## config.mk

```make
export PLATFORM = sky130hd
export DESIGN_NAME = hbp_update
export DESIGN_NICKNAME = d
export VERILOG_FILES = /design/src/assert_macros.svh /design/src/hbp_pkg.sv /design/src/hbp_update.sv
export SDC_FILE = /design/constraint.sdc
export NUM_CORES = 1
export LEC_CHECK = 0
export BUFFER_PORTS_ARGS = -buffer_cell sky130_fd_sc_hd__buf_2
export CAP_MARGIN = 20
export CORE_AREA = 2 2 39 41
export DETAILED_ROUTE_END_ITERATION = 8
export DIE_AREA = 0 0 41 43
export SETUP_SLACK_MARGIN = 0.4
export SYNTH_ARGS = -nofsm -noshare
export SYNTH_HDL_FRONTEND = slang
export SYNTH_SLANG_ARGS = --single-unit
export TNS_END_PERCENT = 30
```

## constraint.sdc

```tcl
create_clock -name vclk -period 1.3
set_input_delay 0.195 -clock vclk [all_inputs]
set_output_delay 0.195 -clock vclk [all_outputs]
set_load 0.005 [all_outputs]
```

## src/assert_macros.svh

```systemverilog
// assertion helpers used by hybrid_branch_predictor
`ifndef ASSERT_MACROS_SVH
`define ASSERT_MACROS_SVH

// checked on every rising edge outside reset
`define ASSERT_CLK(label, prop, msg) \
    label: assert property (@(posedge clk) disable iff (!rst_n) prop) else $error(msg);

// checked on every rising edge, reset included
`define ASSERT_CLK_ALWAYS(label, prop, msg) \
    label: assert property (@(posedge clk) prop) else $error(msg);

`endif

```

## src/hbp_pkg.sv

```systemverilog
// ----------------------------------------------------------------------------
// hbp_pkg
// types, constants and helpers of the hybrid branch predictor
// ----------------------------------------------------------------------------
`default_nettype none

package hbp_pkg;

    // resolved branch transaction
    typedef struct packed {
        logic [31:0] branch_pc;
        logic        taken;
    } branch_t;

    // prediction result transaction
    typedef struct packed {
        logic predicted_taken;
        logic mispredicted;
        logic chose_gshare;
    } result_t;

    typedef logic [2:0] ctr3_t;
    typedef logic [1:0] ctr2_t;

    localparam ctr3_t CTR3_MAX       = 3'd7;
    localparam ctr3_t CTR3_TAKEN_MIN = 3'd4;
    localparam ctr3_t CTR3_RESET     = 3'd4;
    localparam ctr2_t CHOOSER_MAX    = 2'd3;
    localparam ctr2_t CHOOSER_G_MIN  = 2'd2;
    localparam ctr2_t CHOOSER_RESET  = 2'd1;

    localparam int    WORD_PC_BITS   = 30;
    localparam int    OQ_DEPTH       = 3;

    // decisions and new table values for one branch
    typedef struct packed {
        logic  predicted_taken;
        logic  mispredicted;
        logic  chose_gshare;
        logic  bimodal_we;
        logic  gshare_we;
        ctr3_t bimodal_ctr;
        ctr3_t gshare_ctr;
        ctr2_t chooser_ctr;
    } upd_t;

    function automatic ctr3_t train3(input ctr3_t c, input logic up);
        ctr3_t r;
        r = c;
        if (up)
        begin
            if (c != CTR3_MAX)
                r = c + 3'd1;
        end
        else
        begin
            if (c != 3'd0)
                r = c - 3'd1;
        end
        return r;
    endfunction

endpackage

`default_nettype wire

```

## src/hbp_update.sv

```systemverilog
// ----------------------------------------------------------------------------
// hbp_update
// forms both predictions, picks one and computes the trained counters
// ----------------------------------------------------------------------------
`default_nettype none

module hbp_update (
    input  wire logic           taken,
    input  wire hbp_pkg::ctr3_t bimodal_ctr,
    input  wire hbp_pkg::ctr3_t gshare_ctr,
    input  wire hbp_pkg::ctr2_t chooser_ctr,
    output hbp_pkg::upd_t       upd
);

    logic bpred;
    logic gpred;
    logic use_g;
    logic pred;

    always_comb
    begin
        bpred = (bimodal_ctr >= hbp_pkg::CTR3_TAKEN_MIN);
        gpred = (gshare_ctr >= hbp_pkg::CTR3_TAKEN_MIN);
        use_g = (chooser_ctr >= hbp_pkg::CHOOSER_G_MIN);
        pred  = use_g ? gpred : bpred;

        upd.predicted_taken = pred;
        upd.mispredicted    = pred ^ taken;
        upd.chose_gshare    = use_g;
        upd.bimodal_we      = !use_g;
        upd.gshare_we       = use_g;
        upd.bimodal_ctr     = hbp_pkg::train3(bimodal_ctr, taken);
        upd.gshare_ctr      = hbp_pkg::train3(gshare_ctr, taken);

        // chooser leans toward the predictor that alone was right
        upd.chooser_ctr = chooser_ctr;
        if (bpred == taken && gpred != taken)
        begin
            if (chooser_ctr != 2'd0)
                upd.chooser_ctr = chooser_ctr - 2'd1;
        end
        else if (bpred != taken && gpred == taken)
        begin
            if (chooser_ctr != hbp_pkg::CHOOSER_MAX)
                upd.chooser_ctr = chooser_ctr + 2'd1;
        end
    end

endmodule

`default_nettype wire

```

# Word level (Yosys, flattened, before mapping)
# Cells that the tools add are included.
# word_totals
memories	0
input_bits	9
wordCells	34
ram_bits	0
latchBits	0
register_bits	0
mem_bits_ro	0
# classes
multipliers	0
bitwise	1
reduce_logical	6
n_eq_ne	7
order_cmp	3
div	0
n_mux	11
n_addsub	6
n_shift	0
# op_table
op	count
two-way mux 3 bit	6
two-way mux 2 bit	4
adder 3 x 1 -> 3 bit (second input constant)	2
greater-or-equal comparator 3 bit (second input constant)	2
!= test 3 bit (second input constant)	2
nonzero test 3 bit	2
subtractor 3 x 1 -> 3 bit (second input constant)	2
adder 2 x 1 -> 2 bit (second input constant)	1
== test 1 bit	2
greater-or-equal comparator 2 bit (second input constant)	1
logical AND 1 bit	2
!= test 1 bit	2
!= test 2 bit (second input constant)	1
nonzero test 2 bit	1
subtractor 2 x 1 -> 2 bit (second input constant)	1
zero test 1 bit	1
two-way mux 1 bit	1
bitwise XOR 1 bit	1

# Logic depth before layout (Yosys ltp)
# depth
word_depth	5
mapped_depth	5

# Worst setup path after synthesis
# Ideal clock, no wire load.
# synth_path
path_type	input to output
startpoint	input port gshare_ctr[0]
endpoint	output port upd[3] (netlist name)
slack_ps	191
cell_stages	5
arrival_ps	914
path_cell_list	inv_1 ha_1 and2b_1 o22ai_1 a2bb2oi_1
# synth_lines
element	line	source
start: declaration	hbp_update.sv:10	input wire hbp_pkg::ctr3_t gshare_ctr,
end: declaration	hbp_update.sv:12	output hbp_pkg::upd_t upd

==> impl_metrics.toml <==
[setup_path]
cpMaxStageDelayCell = "a31oi_1"
cp-start-kind = "input pin"
cp-end-kind = "primary output"
worstPathRequired_ps = 1110
slowest_delay_ps = 170
path_max_fanout = 3
arrival_ps = 1040
crit_type = "in -> out"
crit_chain = "buf_12 > inv_12 > ha_4 > nor3b_2 > a31oi_1 > xnor2_1 > buf_2"

[pwr]
p_comb_share_pct = 100.0
clkPwrFrac_pct = 0
peakVddDrop_v = 0.000150
p_switching_uw = 113
p_int_uw = 157
p_leak_uw = 0.000356
power_frac_seq_pct = 0
cellPowerDensity_mw_per_mm2 = 335
p_sw_share_pct = 41.8

[route]
route.vias.total = 485
drt_iter0_drc = 3
drt_pass1_iterations = 2
drtAntennaViolNets = 0
wl_um = 1000
vias_per_cell = 4.90
drc_errors = 0
wl_per_cell_um = 10.1

[sta]
period_needed_ps = 1230
timing.fmax_ghz = 0.811
layout_setup_ws_ps = 66.9
hold_viol = 0
min_period_over_period_pct = 94.9
tightest_slew_ps = 178
rsz0062_at_grt = "true"
report.final.slew_viol_count = 0
finalSetupViolations = 0
max_slew_margin_pct = 88.1

[synth]
synth_cell_types = 31
yosysSeqAreaShare_pct = 0
muxShareOfSynthArea_pct = 4.72
synth_top_family_by_area = "compound AO/OA/AOI/OAI gates"
synthCells = 61
syn_nets = 76
synth_area_um2 = 450
synth-xor-area-share_pct = 9.44
ys_warn_count = 0
synth_compound_area_share_pct = 29.4
synthSimpleGateAreaFrac_pct = 22.2
synthAdderAreaFrac_pct = 16.7
avgSynthCellArea_um2 = 7.38

[finish]
insertedDiodeCount = 0
drive_gt1_share_pct = 60.2
nets = 100
area_delta_synth_final_pct = 78.9
multi_input_area_um2 = 460
ff_latch_area_um2 = 0
fill_cells = 121
nClkBuffers = 0
seq_cell_count = 0
finalNonFillerCells = 99

[place]
dp.cells = 96
io_buffers = 22
place_hpwl_um = 753
place_ws_ps = -52.4
routabilityCongestion = 0.709

[hold_path]
hold_end = "upd[10]"
hold-path-cell-count = 2
min_from = "chooser_ctr[1]"
hold_path.class = "in -> out"

[grt]
grtUsageTotal_pct = 11.0
grt_max_degree = 14
grt_pass1_wl_um = 1460
antenna_found_initial = 0
grt_remaining_overflow = 0
first_global_vias = 372

[run]
drv_cap = 0

[floorplan]
start_util_pct = 32.5
fp.dieH_um = 43
core.rowCount = 14
io_pins = 22
core_area_mm2 = 0.00138
die_w_um = 41
dieArea_mm2 = 0.00176

[outcome]
outcome = "finished, final reports clean"
metal layers:
metal	track usage, %	vias up	share of wire [%]	routed length [µm]
li1	-	257	-	-
met1	14.3	218	41	410
met2	20.3	10	54	535
met3	0	0	5.3	53
met4	0	0	0	0
met5	0	-	0	0
cell usage after synthesis:
cell | number | area (µm²)
o21ai_0 | 3 | 15.0
a21oi_1 | 2 | 10.0
or2_2 | 1 | 6.26
a2bb2oi_1 | 2 | 17.5
a221oi_2 | 1 | 15.0
a21boi_0 | 1 | 7.51
xor2_2 | 1 | 16.3
o22ai_1 | 3 | 18.8
nand3_1 | 1 | 5.00
nor3b_1 | 1 | 7.51
a21bo_2 | 1 | 10.0
o211a_1 | 1 | 10.0
a31oi_1 | 1 | 6.26
xnor2_1 | 3 | 26.3
nor2b_1 | 2 | 12.5
ha_1 | 6 | 75.1
nor2_1 | 1 | 3.75
nand2_1 | 4 | 15.0
nor3_1 | 3 | 15.0
inv_1 | 6 | 22.5
or2b_1 | 2 | 15.0
and2b_1 | 1 | 7.51
nand2b_1 | 2 | 12.5
buf_4 | 4 | 30.0
o21ai_1 | 1 | 5.00
a211oi_1 | 1 | 7.51
buf_6 | 2 | 22.5
mux2_2 | 1 | 11.3
a221o_1 | 1 | 10.0
mux2i_1 | 1 | 10.0
clkbuf_1 | 1 | 3.75
repair_timing:
| item | CTS | global route |
|---|---|---|
| endpoints found under the setup margin | 10 | 10 |
| pin swaps | 3 | 4 |
| buffers inserted | 1 | 1 |
| gates cloned | 0 | 1 |
| hold buffers | 0 | 0 |
| gates resized for setup | 23 | 13 |
power groups by stage:
stage          logic (µW)  clock network, µW  registers, µW
2_1_floorplan         149                  0              0
5_1_grt               299                  0              0
3_5_place_dp          221                  0              0
6_report              270                  0              0
4_1_cts               249                  0              0
3_3_place_gp          219                  0              0
layout by cell type, fill, tap and decap left out, types with 3 or more instances in the layout:
cell and n:
nor3_1 3, ha_4 4, xnor2_1 3, nand2_1 4, buf_12 3, buf_2 13
buf_8 3, buf_4 7, o21ai_0 3
critical path, delay by kind of cell:
family | cells | cell delay [ps]
adder cells (fa/ha/maj) | 1 | 140
buffers and inverters | 3 | 250
AO/OA/AOI/OAI | 1 | 170
AND/OR/NAND/NOR | 1 | 140
XOR/XNOR | 1 | 140
through the flow:
stage | instance area, µm² | util, % | setup TNS, ps | hold WS, ps | total power [µW]
2_1_floorplan | 538 | - | 0 | 417 | 149
3_3_place_gp | 642 | 46.4 | -73.3 | 668 | 219
3_5_place_dp | 642 | 46.4 | -103 | 667 | 221
4_1_cts | 732 | 52.9 | 0 | 668 | 249
5_1_grt | 806 | 58.2 | 0 | 599 | 299
6_report | 806 | 58.2 | 0 | 584 | 270
area by class of cell:
class	instances	share of cell area [%]
inverters	6	6.83
well taps	16	2.48
repair buffers	29	33.5
multi-input cells	48	57.1
cells by family after synthesis:
kind of cell / count (synthesis)
adder cells (fa/ha/maj): 6
AO/OA/AOI/OAI: 18
multiplexers: 2
buffers and inverters: 13
AND/OR/NAND/NOR: 18
XOR/XNOR: 4
worst max-delay path by stage:
stage	startpoint	end	slack, ps	depth (start not counted)
final	gshare_ctr[0]	upd[2]	70	7
after global routing	gshare_ctr[0]	upd[2]	1	7
after CTS	gshare_ctr[0]	upd[2]	60	7
after detailed placement	gshare_ctr[0]	upd[3]	-50	6
after global placement	gshare_ctr[0]	upd[3]	-50	6
after floorplan	gshare_ctr[1]	upd[3]	310	5
(Power assumes the default switching activity.)
