--- src/assert_macros.svh ---
// assertion helpers used by hybrid_branch_predictor
`ifndef ASSERT_MACROS_SVH
`define ASSERT_MACROS_SVH

// checked on every rising edge outside reset
`define ASSERT_CLK(label, prop, msg) \
    label: assert property (@(posedge clk) disable iff (!rst_n) prop) else $error(msg);

// checked on every rising edge, reset included
`define ASSERT_CLK_ALWAYS(label, prop, msg) \
    label: assert property (@(posedge clk) prop) else $error(msg);

`endif

--- src/hbp_pkg.sv ---
// ----------------------------------------------------------------------------
// hbp_pkg
// types, constants and helpers of the hybrid branch predictor
// ----------------------------------------------------------------------------
`default_nettype none

package hbp_pkg;

    // resolved branch transaction
    typedef struct packed {
        logic [31:0] branch_pc;
        logic        taken;
    } branch_t;

    // prediction result transaction
    typedef struct packed {
        logic predicted_taken;
        logic mispredicted;
        logic chose_gshare;
    } result_t;

    typedef logic [2:0] ctr3_t;
    typedef logic [1:0] ctr2_t;

    localparam ctr3_t CTR3_MAX       = 3'd7;
    localparam ctr3_t CTR3_TAKEN_MIN = 3'd4;
    localparam ctr3_t CTR3_RESET     = 3'd4;
    localparam ctr2_t CHOOSER_MAX    = 2'd3;
    localparam ctr2_t CHOOSER_G_MIN  = 2'd2;
    localparam ctr2_t CHOOSER_RESET  = 2'd1;

    localparam int    WORD_PC_BITS   = 30;
    localparam int    OQ_DEPTH       = 3;

    // decisions and new table values for one branch
    typedef struct packed {
        logic  predicted_taken;
        logic  mispredicted;
        logic  chose_gshare;
        logic  bimodal_we;
        logic  gshare_we;
        ctr3_t bimodal_ctr;
        ctr3_t gshare_ctr;
        ctr2_t chooser_ctr;
    } upd_t;

    function automatic ctr3_t train3(input ctr3_t c, input logic up);
        ctr3_t r;
        r = c;
        if (up)
        begin
            if (c != CTR3_MAX)
                r = c + 3'd1;
        end
        else
        begin
            if (c != 3'd0)
                r = c - 3'd1;
        end
        return r;
    endfunction

endpackage

`default_nettype wire

--- src/hbp_out_queue.sv ---
// ----------------------------------------------------------------------------
// hbp_out_queue
// small result queue between the update stage and the result port
// ----------------------------------------------------------------------------
`default_nettype none

module hbp_out_queue (
    input  wire logic             clk,
    input  wire logic             rst_n,
    input  wire logic             push,
    input  wire hbp_pkg::result_t push_data,
    output logic                  result_valid,
    input  wire logic             result_ready,
    output hbp_pkg::result_t      result,
    output logic [1:0]            count
);

    hbp_pkg::result_t entry_reg [hbp_pkg::OQ_DEPTH];
    logic [1:0] wr_ptr_reg;
    logic [1:0] wr_ptr_next;
    logic [1:0] rd_ptr_reg;
    logic [1:0] rd_ptr_next;
    logic [1:0] count_reg;
    logic [1:0] count_next;
    logic       pop;

    assign pop          = result_valid && result_ready;
    assign result_valid = (count_reg != 2'd0);
    assign result       = entry_reg[rd_ptr_reg];
    assign count        = count_reg;

    always_comb
    begin
        wr_ptr_next = wr_ptr_reg;
        rd_ptr_next = rd_ptr_reg;
        count_next  = count_reg;
        if (push)
            wr_ptr_next = (wr_ptr_reg == 2'(hbp_pkg::OQ_DEPTH - 1)) ? 2'd0 : wr_ptr_reg + 2'd1;
        if (pop)
            rd_ptr_next = (rd_ptr_reg == 2'(hbp_pkg::OQ_DEPTH - 1)) ? 2'd0 : rd_ptr_reg + 2'd1;
        if (push && !pop)
            count_next = count_reg + 2'd1;
        else if (pop && !push)
            count_next = count_reg - 2'd1;
    end

    always_ff @(posedge clk or negedge rst_n)
    begin
        if (!rst_n)
        begin
            wr_ptr_reg <= 2'd0;
            rd_ptr_reg <= 2'd0;
            count_reg  <= 2'd0;
        end
        else
        begin
            wr_ptr_reg <= wr_ptr_next;
            rd_ptr_reg <= rd_ptr_next;
            count_reg  <= count_next;
        end
    end

    always_ff @(posedge clk)
    begin
        if (push)
            entry_reg[wr_ptr_reg] <= push_data;
    end

endmodule

`default_nettype wire

--- config.mk ---
export PLATFORM = sky130hd
export DESIGN_NAME = hbp_out_queue
export DESIGN_NICKNAME = d
export VERILOG_FILES = /design/src/assert_macros.svh /design/src/hbp_pkg.sv /design/src/hbp_out_queue.sv
export SDC_FILE = /design/constraint.sdc
export NUM_CORES = 1
export LEC_CHECK = 0
export BUFFER_PORTS_ARGS = -buffer_cell sky130_fd_sc_hd__buf_4
export CAP_MARGIN = 20
export CORE_ASPECT_RATIO = 0.7
export CORE_MARGIN = 1
export CORE_UTILIZATION = 30
export CTS_BUF_LIST = sky130_fd_sc_hd__clkbuf_8
export CTS_CLUSTER_DIAMETER = 60
export DETAILED_ROUTE_END_ITERATION = 16
export GPL_ROUTABILITY_DRIVEN = 0
export PLACE_DENSITY = 0.58
export SLEW_MARGIN = 20
export SYNTH_ARGS = -nofsm -noshare
export SYNTH_HDL_FRONTEND = slang
export SYNTH_SLANG_ARGS = --single-unit
--- constraint.sdc ---
create_clock -name clk -period 3.2 [get_ports clk]
set_input_delay 0.64 -clock clk [delete_from_list [all_inputs] [get_ports clk]]
set_output_delay 0.64 -clock clk [all_outputs]
set_load 0.02 [all_outputs]
Word level (Yosys, flattened, before mapping)
Memory sizes are Yosys's and may differ from the RTL's.
Cells that the tools add are included.
{ "word_totals": {"out_inout_bits": 6, "mem_count": 1, "elab_cells": 23, "register_bits": 6, "ram_bits": 9, "in_bits": 7} }
{ "op_classes": {"eq_ne": 2, "reduce_logical": 7, "n_addsub": 4, "muxes": 6} }
{ "memory_table": {"columns": ["name", "words", "width", "read_ports", "rd_clocked_by_memory_dff", "wr", "line_no", "text"], "rows": [
  ["entry_reg", 3, 3, 1, 0, 1, "hbp_out_queue.sv:18", "hbp_pkg::result_t entry_reg [hbp_pkg::OQ_DEPTH];"]
]} }
{ "ops": {"columns": ["op", "n"], "rows": [
  ["2-to-1 mux 2 bit", 4],
  ["adder 2 x 1 -> 2 bit (second input constant)", 3],
  ["== test 2 bit (second input constant)", 2],
  ["nonzero test 2 bit", 2],
  ["logical AND 1 bit", 3],
  ["logical NOT 1 bit", 2],
  ["2-to-1 mux 1 bit", 2],
  ["subtractor 2 x 1 -> 2 bit (second input constant)", 1]
]} }

Logic depth before layout (Yosys ltp)
Gate-level depths: netlist (run 1).
{ "depth": {"ltp_word": 5, "ltp_mapped": 5, "ltp_nobuf": 5} }

Worst setup path after synthesis (run 1)
Ideal clock, no wire load.
{ "synth_path": {"path_type": "register to output", "startpoint": "register rd_ptr_reg[0]", "endpoint": "output result[0] (netlist bit)", "path_stages_with_launch": 4, "setup_slack_ns": 1.626, "n_path_buf": 1, "t_required_ns": 2.560, "arrival_time_ns": 0.934, "path_cell_list": "dfrtp_1 buf_2 mux2i_1 o21ai_1"} }
{ "synth_lines": {"columns": ["element", "line_no", "text"], "rows": [
  ["from (decl)", "hbp_out_queue.sv:21", "logic [1:0] rd_ptr_reg;"],
  ["from (signal assigned)", "hbp_out_queue.sv:58", "rd_ptr_reg <= rd_ptr_next;"],
  ["to (decl)", "hbp_out_queue.sv:14", "output hbp_pkg::result_t result,"]
]} }

==> flow_summary_export.csv, run 1 <==
group,metric,value,unit
routing,first_iter_violations,2,
place,post-dp-hpwl,803,µm
power_and_ir_drop,seq_power_share,45.0,%
layout,antennaDiodeCount,0,
power_and_ir_drop,power_frac_comb,35.0,%
floorplanning,rows,13,
worst_hold_path,hp-class,"in -> async",
power_and_ir_drop,powerDensity,954,mW/mm²
yosys,yosysUniqueCellTypes,17,
clock_tree,clk_pin_slew,0.06,ns
power_and_ir_drop,switching_share,35.6,%
clock_tree,cts_buffers,3,
yosys,synth_compound_area_share,8.27,%
layout,utilization,40.7,%
global_routing,grt_max_degree,10,
yosys,yosysTopAreaCell,"edfxtp_1",
clock_tree,hold_buffers,0,
worst_setup_path,path_buf_inv,1,
timing,rsz0062_at_grt,"false",
clock_tree,cts_resized,0,
layout,final_nets,68,
power_and_ir_drop,leakagePower,0.336,nW
timing,finalSetupTns,0,ns
global_routing,antenna_found_initial,0,
routing,highest_layer,"met4",
yosys,synth_top_flop_cell,"edfxtp_1",
timing,fmax,0.536,GHz
power_and_ir_drop,max-vdd-ir-drop,0.481,mV
routing,vias,371,
routing,wl_met1,510,µm
timing,maxSlewViolCount,0,
worst_setup_path,end_kind,"output port",
routing,drc,0,
yosys,ys_async_sr_fraction,40.0,%
yosys,synthTopCellsByCount,"9 x edfxtp_1, 6 x dfrtp_1, 5 x nand2_1",
routing,via_per_inst,4.58,
yosys,synth_fp_nets,53,
worst_setup_path,crit_chain,"mux2i_1 -> o21ai_1 -> buf_4",
worst_setup_path,required,2.56,ns
yosys,synth_area_leaders,"edfxtp_1 44%, dfrtp_1 24%, mux2i_1 4.8%, a21o_1 3.6%, nor3_2 3.2%",
run_status,outcome,"finished clean",
layout,n_fill_cell,191,
global_routing,grt_pass1_vias,330,
timing,fin_skew,0.00447,ns
floorplanning,initial_core_util,32.6,%
layout,drive_gt1_share,32.2,%
yosys,yosys.area_share.adder,2.02,%
routing,post_drt_wl_per_cell,12.9,µm
timing,hold_viol,0,
power_and_ir_drop,power,739,µW
place,portBuffers,12,
place,placed_cells,77,
global_routing,track_usage,11.6,%
layout,multi_input_area,186,µm²
yosys,ys_seq_area_share,67.7,%
clock_tree,cts_buffer_depth,2,
worst_setup_path,crit_type,"reg -> out",
yosys,synth_top_family_by_area,"simple AND/OR/NAND/NOR gates",
place,place_area,728,µm²
global_routing,grt.overflow.total,0,
timing,worstMarginPinSlew,0.424,ns
yosys,syn_avg_cell_area,13.8,µm²
clock_tree,cts-root-buf,"clkbuf_8",
global_routing,grt_first_pass_wirelength,1680,µm
clock_tree,h-tree-depth,1,
yosys,synth_top_area_share,43.5,%
layout,regArea,420,µm²
job,drv_cap,0,
power_and_ir_drop,clockPowerShare,20.0,%
clock_tree,post_cts_buffers,0,
yosys,syn_area,621,µm²
floorplanning,ios,13,
routing,dr.pass1.iters,2,
floorplanning,core-area,0.00190,mm²
yosys,netlist_instances,45,
timing,fin_crit_sh,58.3,%
timing,setup_violations,0,
clock_tree,clk_latency,0.24,ns
yosys,synth.area.mux_share,4.84,%
power_and_ir_drop,p_switching,263,µW
layout,largest_reg_flops,9,
timing,whs,0.191,ns
routing,ant_nets,0,
layout,layoutNonFillerInstCount,81,
worst_setup_path,critPathMaxFanout,6,
layout,final_area,774,µm²
layout,area_growth,24.8,%
routing,totalWireLength,1050,µm
floorplanning,die_area,0.00226,mm²
routing,met2WireLength,465,µm
yosys,synth_xor_area_share,4.23,%
yosys,yosys_warnings,0,
worst_setup_path,slowest_delay,0.52,ns
worst_setup_path,critical_path.top_delay_family,"flip-flops",
timing,maxSlewHeadroom,71.7,%
clock_tree,cts_sinks,15,
place,dp_slack,1.57,ns
yosys,ys_ff_latch,15,
yosys,synth_edf_count,9,
yosys,synth_most_common_cell,"edfxtp_1",
routing,wl_met3,63,µm
timing,min_period,1.87,ns
worst_setup_path,worstSetupStartpointType,"flop",
yosys,synthSimpleGateAreaFrac,10.7,%
clock_tree,tritoncts,"built",
timing,timing.final.ws_setup,1.33,ns
floorplanning,die_x,56.4,µm
worst_setup_path,critPathSlowestCell,"dfrtp_1",
worst_setup_path,cp.arrival,1.23,ns
power_and_ir_drop,p_int,476,µW
floorplanning,die_y,40.1,µm
==> final cells by class <==
cell class              count  share of cell area, %
clock inverters             1                  0.646
inverters                   1                  0.485
multi-input cells          27                   24.1
flip-flops and latches     15                   54.3
repair buffers             12                   11.6
clock buffers               3                   5.33
well taps                  22                   3.55
==> power groups by stage <==
stage	clock network (mW)	registers (mW)	logic [mW]
5_1_grt	0.166	0.341	0.284
6_report	0.148	0.333	0.258
2_1_floorplan	0	0.313	0.184
3_5_place_dp	0	0.337	0.262
4_1_cts	0.153	0.334	0.263
3_3_place_gp	0	0.333	0.258
==> path summary, 6_finish.rpt <==
kind	start	end	slack (ns)	depth (start not counted)
worst min-delay path	rst_n	wr_ptr_reg[0]$_DFFE_PN0P_	0.19	1
worst max register to register	count[0]$_DFFE_PN0P_	count[1]$_DFFE_PN0P_	1.79	4
max in group asynchronous	rst_n	rd_ptr_reg[0]$_DFFE_PN0P_	2.89	1
min in group clk	wr_ptr_reg[1]$_DFFE_PN0P_	wr_ptr_reg[1]$_DFFE_PN0P_	0.55	1
worst max-delay path	rd_ptr_reg[0]$_DFFE_PN0P_	result[0]	1.33	3
worst min register to register	wr_ptr_reg[1]$_DFFE_PN0P_	wr_ptr_reg[1]$_DFFE_PN0P_	0.55	1
==> placed cells by master, fill, tap and decap left out, types with 2 or more instances in the layout <==
master and count:
edfxtp_1 9, a21o_1 3, nand2_1 5, nor3_2 2, xor2_1 2, nor2_1 2
o21ai_1 4, dfrtp_1 6, mux2i_1 3, buf_4 12, clkbuf_8 3
==> routing by layer <==
| layer | global-route usage (%) | up-vias |
|---|---|---|
| met4 | 5.49 | 0 |
| met1 | 14.6 | 174 |
| met3 | 6.77 | 2 |
| met2 | 16.1 | 8 |
| li1 | - | 187 |
| met5 | 0 | - |
==> kinds of logic (layout without fill, tap and decap cells) <==
family	count (synthesis)	in the layout
flip-flops	15	15
AND/OR/NAND/NOR	12	12
AO/OA/AOI/OAI	8	8
XOR/XNOR	3	3
multiplexers	3	3
buffers and inverters	3	17
adder cells (fa/ha/maj)	1	1
(Power assumes the default switching activity.)
==> run 2: changes to the inputs <==
==> constraint.sdc (replaced) <==
create_clock -name clk -period 1.8 [get_ports clk]
set_input_delay 0.36 -clock clk [delete_from_list [all_inputs] [get_ports clk]]
set_output_delay 0.36 -clock clk [all_outputs]
set_load 0.02 [all_outputs]
==> flow_summary_export.csv, run 2 (synthesized netlist as in run 1, its figures left out) <==
group,metric,value,unit
run_status,outcome,"finished clean",
routing,ant_nets,0,
routing,post_drt_wl_per_cell,12.3,µm
floorplanning,die_area,0.00226,mm²
global_routing,grt_pass1_vias,324,
floorplanning,die_x,56.4,µm
routing,highest_layer,"met3",
global_routing,antenna_found_initial,0,
worst_setup_path,worstSetupStartpointType,"flop",
timing,fin_skew,0.00731,ns
timing,finalSetupTns,0,ns
routing,via_per_inst,4.41,
worst_setup_path,slowest_delay,0.49,ns
timing,hold_viol,0,
worst_hold_path,hp-class,"in -> reg",
timing,setup_violations,0,
worst_setup_path,required,1.44,ns
layout,utilization,41.6,%
timing,fin_crit_sh,87.6,%
global_routing,track_usage,10.6,%
clock_tree,cts_buffer_depth,2,
worst_setup_path,rrSetupSlack,0.46,ns
worst_setup_path,cp.arrival,1.22,ns
clock_tree,cts_sinks,15,
place,post-dp-hpwl,767,µm
layout,antennaDiodeCount,0,
routing,wl_met1,515,µm
layout,drive_gt1_share,32.8,%
routing,totalWireLength,1030,µm
job,drv_cap,0,
layout,layout_common_cells,"13 x buf_4, 9 x edfxtp_1, 6 x dfrtp_1",
timing,min_period,1.58,ns
floorplanning,rows,13,
routing,wl_met3,67,µm
routing,vias,366,
global_routing,grt.overflow.total,0,
clock_tree,cts_resized,0,
floorplanning,die_y,40.1,µm
place,portBuffers,12,
power_and_ir_drop,powerDensity,1660,mW/mm²
layout,largest_reg_flops,9,
layout,final_common_cell,"buf_4",
clock_tree,cts-root-buf,"clkbuf_8",
timing,fmax,0.634,GHz
clock_tree,cts_buffers,3,
routing,met2WireLength,442,µm
worst_setup_path,r2r_end,"count[1]$_DFFE_PN0P_",
timing,maxSlewViolCount,0,
timing,maxSlewHeadroom,73.7,%
floorplanning,core-area,0.00190,mm²
worst_setup_path,critPathMaxFanout,6,
worst_setup_path,end_kind,"output port",
routing,dr.pass1.iters,4,
global_routing,grt_first_pass_wirelength,1590,µm
layout,area_growth,27.6,%
clock_tree,h-tree-depth,1,
worst_setup_path,rr_startpoint,"count[1]$_DFFE_PN0P_",
timing,worstMarginPinSlew,0.393,ns
routing,drc,0,
routing,first_iter_violations,10,
worst_setup_path,endpoint,"result[0]",
power_and_ir_drop,max-vdd-ir-drop,0.605,mV
layout,n_fill_cell,190,
layout,final_nets,70,
layout,regArea,420,µm²
clock_tree,post_cts_buffers,0,
worst_setup_path,r2r_cells,4,
timing,rsz0062_at_grt,"false",
clock_tree,clk_latency,0.25,ns
worst_setup_path,startpoint,"rd_ptr_reg[0]$_DFFE_PN0P_",
layout,multi_input_area,186,µm²
floorplanning,initial_core_util,32.6,%
worst_setup_path,critPathSlowestCell,"dfrtp_1",
worst_setup_path,crit_chain,"mux2i_1 -> o21ai_1 -> buf_4",
clock_tree,clk_pin_slew,0.06,ns
worst_setup_path,crit_type,"reg -> out",
global_routing,grt_max_degree,10,
clock_tree,tritoncts,"built",
floorplanning,ios,13,
power_and_ir_drop,leakagePower,0.345,nW
[run 2: cell count changes in the layout (fill, tap and decap cells not counted), sizes merged]
cell         before  now
buf              12   13
dlygate4sd3       0    1
[run 2: worst max-delay path, delay by kind of cell (launching register included)]
family                 cells  cell delay, ns
DFF                        1            0.49
muxes                      1            0.24
buffers and inverters      1            0.16
AOI/OAI and AO/OA          1            0.07
[run 2: metrics by stage]
| step | worst slack (ns) | std cells | hold slack (ns) | total power, mW | instance area, µm² |
|---|---|---|---|---|---|
| floorplan | 0.447 | 45 | 0.0644 | 0.885 | 621 |
| global placement | 0.455 | 78 | 0.175 | 1.05 | 736 |
| detailed placement | 0.426 | 78 | 0.176 | 1.06 | 736 |
| CTS | 0.207 | 83 | 0.295 | 1.33 | 792 |
| global route | 0.127 | 83 | 0.299 | 1.41 | 792 |
| finish | 0.222 | 83 | 0.303 | 1.32 | 792 |
[run 2: repair_timing]
action	in CTS	in global routing
endpoints found under the hold margin	6	0
hold buffers	1	0
endpoints found under the setup margin	0	0
[run 2: area by class of cell]
class / count / area share (%)
multi-input combinational: 27 / 23.5
timing repair buffer: 14 / 13.6
clock buffer: 3 / 5.21
clock inverter: 1 / 0.632
tap: 22 / 3.48
sequential: 15 / 53.1
inverter: 1 / 0.474
[run 2: layer usage]
layer	GRT usage (%)	vias to the layer above
met2	15.8	8
li1	-	190
met4	1.83	0
met3	6.77	0
met1	13.2	168
met5	0	-
[run 2: worst min-delay path by stage]
stage                      start                   endpoint  slack (ns)  depth (start not counted)
CTS                 push_data[2]  entry_reg[0][2]$_DFFE_PP_        0.30                          1
global placement           rst_n  wr_ptr_reg[0]$_DFFE_PN0P_        0.18                          1
detailed placement         rst_n       count[0]$_DFFE_PN0P_        0.18                          1
global route        push_data[2]  entry_reg[1][2]$_DFFE_PP_        0.30                          1
floorplan                  rst_n       count[0]$_DFFE_PN0P_        0.06                          0
finish              push_data[2]  entry_reg[0][2]$_DFFE_PP_        0.30                          1
[run 2: where the power goes]
part	leakage [nW]	internal, mW	total, mW	switching [mW]
sequential	0.157	0.468	0.582	0.114
clock	0.0255	0.153	0.265	0.112
combinational	0.163	0.231	0.468	0.237
==> run 3: changes to the inputs <==
--- a/config.mk
+++ b/config.mk
@@ -7,14 +7,13 @@
 export LEC_CHECK = 0
 export BUFFER_PORTS_ARGS = -buffer_cell sky130_fd_sc_hd__buf_4
 export CAP_MARGIN = 20
-export CORE_ASPECT_RATIO = 0.7
 export CORE_MARGIN = 1
-export CORE_UTILIZATION = 30
+export CORE_UTILIZATION = 46
 export CTS_BUF_LIST = sky130_fd_sc_hd__clkbuf_8
 export CTS_CLUSTER_DIAMETER = 60
 export DETAILED_ROUTE_END_ITERATION = 16
 export GPL_ROUTABILITY_DRIVEN = 0
-export PLACE_DENSITY = 0.58
+export PLACE_DENSITY = 0.78
 export SLEW_MARGIN = 20
 export SYNTH_ARGS = -nofsm -noshare
 export SYNTH_HDL_FRONTEND = slang
==> flow_summary_export.csv, run 3 (synthesized netlist as in run 1, its figures left out) <==
group,metric,value,unit
run_status,outcome,"finished clean",
layout,largest_reg_flops,9,
clock_tree,cts_buffers,3,
routing,vias,374,
power_and_ir_drop,powerDensity,1700,mW/mm²
timing,finalSetupTns,0,ns
timing,fin_skew,0.000961,ns
place,post-dp-hpwl,746,µm
worst_setup_path,crit_type,"reg -> out",
global_routing,grt_max_degree,10,
worst_setup_path,path_buf_inv,1,
layout,regArea,420,µm²
layout,final_common_cell,"buf_4",
routing,ant_nets,0,
worst_setup_path,r2r_end,"count[1]$_DFFE_PN0P_",
worst_setup_path,critPathMaxFanout,6,
floorplanning,core-area,0.00119,mm²
clock_tree,post_cts_buffers,0,
timing,maxSlewHeadroom,70.1,%
floorplanning,die_y,38.7,µm
layout,layout_common_cells,"12 x buf_4, 9 x edfxtp_1, 6 x dfrtp_1",
global_routing,grt_pass1_vias,356,
floorplanning,rows,12,
timing,whs,0.311,ns
power_and_ir_drop,max-vdd-ir-drop,0.830,mV
worst_setup_path,end_kind,"output port",
floorplanning,die_area,0.00150,mm²
global_routing,track_usage,17.9,%
layout,final_nets,69,
place,dp_slack,0.432,ns
layout,layoutNonFillerInstCount,74,
routing,via_per_inst,5.05,
clock_tree,tritoncts,"built",
clock_tree,cts-root-buf,"clkbuf_8",
worst_setup_path,path_depth,3,
timing,hold_viol,0,
timing,rsz0062_at_grt,"false",
worst_setup_path,slowest_delay,0.51,ns
layout,drive_gt1_share,31.7,%
clock_tree,cts_buffer_depth,2,
timing,fmax,0.628,GHz
worst_setup_path,crit_chain,"mux2i_1 -> o21ai_1 -> buf_4",
floorplanning,die_x,38.7,µm
timing,worstMarginPinSlew,0.447,ns
timing,fin_crit_sh,88.4,%
global_routing,grt_first_pass_wirelength,1660,µm
worst_setup_path,worstSetupStartpointType,"flop",
floorplanning,ios,13,
worst_setup_path,endpoint,"result[1]",
clock_tree,cts_sinks,15,
worst_setup_path,startpoint,"rd_ptr_reg[0]$_DFFE_PN0P_",
worst_setup_path,critPathSlowestCell,"dfrtp_1",
worst_setup_path,critical_path.top_delay_family,"flip-flops",
routing,dr.pass1.iters,4,
place,place_area,718,µm²
worst_setup_path,required,1.44,ns
clock_tree,h-tree-depth,1,
routing,post_drt_wl_per_cell,13.4,µm
layout,n_fill_cell,89,
global_routing,antenna_found_initial,0,
worst_setup_path,rrSetupSlack,0.42,ns
worst_setup_path,rr_startpoint,"count[0]$_DFFE_PN0P_",
job,drv_cap,0,
layout,final_area,774,µm²
clock_tree,cts_resized,0,
layout,multi_input_area,186,µm²
routing,drc,0,
place,placed_cells,69,
layout,area_growth,24.8,%
timing,timing.final.ws_setup,0.209,ns
timing,min_period,1.59,ns
layout,antennaDiodeCount,0,
global_routing,grt.overflow.total,0,
worst_setup_path,r2r_cells,5,
timing,maxSlewViolCount,0,
routing,first_iter_violations,9,
worst_hold_path,hp-start,"push_data[1]",
routing,totalWireLength,994,µm
worst_hold_path,hold_depth,1,
timing,setup_violations,0,
worst_hold_path,hp-class,"in -> reg",
clock_tree,clk_pin_slew,0.06,ns
power_and_ir_drop,leakagePower,0.340,nW
place,portBuffers,12,
floorplanning,initial_core_util,52.3,%
worst_setup_path,cp.arrival,1.23,ns
clock_tree,clk_latency,0.24,ns
run 3: worst min path at each step:
stage                     slack [ns]                   endpoint
after floorplan                 0.06       count[0]$_DFFE_PN0P_
after global placement          0.17  wr_ptr_reg[0]$_DFFE_PN0P_
after detailed placement        0.17  wr_ptr_reg[0]$_DFFE_PN0P_
after CTS                       0.31  entry_reg[0][0]$_DFFE_PP_
after global routing            0.30  entry_reg[0][1]$_DFFE_PP_
final                           0.31  entry_reg[1][1]$_DFFE_PP_
run 3: report_power, final:
part | internal (mW) | total [mW] | switching (mW)
Combinational | 0.226 | 0.465 | 0.239
Clock | 0.153 | 0.266 | 0.113
Sequential | 0.468 | 0.590 | 0.122
run 3: cell type report:
class                      count  share of cell area [%]
tap                           14                    2.26
multi-input combinational     27                    24.1
inverter                       1                   0.485
timing repair buffer          13                    12.9
sequential                    15                    54.3
clock buffer                   3                    5.33
clock inverter                 1                   0.646
run 3: through the flow:
step                      total power [mW]  utilization, %
after global routing                  1.40            65.3
after floorplan                      0.885               -
final                                 1.32            65.3
after detailed placement              1.06            60.5
after CTS                             1.32            65.3
after global placement                1.05            60.5
run 3: what timing repair did:
action | in CTS | in global routing
hold buffers | 1 | 0
endpoints found under the setup margin | 0 | 0
endpoints found under the hold margin | 6 | 0
run 3: worst register-to-register path: stages (launching register included):
cell	delay (ns)
dfrtp_1	0.44
o21ai_2	0.26
ha_1	0.22
xor2_1	0.14
nor2_1	0.07
xor2_1	0.13
run 3: layer usage:
layer / wire (µm) / vias to the layer above / part of all wire (%) / GRT usage (%)
met3: 44 / 0 / 4.4 / 8.67
met2: 477 / 9 / 48 / 25.4
met4: 0 / 0 / 0 / 5.17
li1: - / 186 / - / -
met1: 471 / 179 / 47 / 24.2
met5: 0 / - / 0 / 0
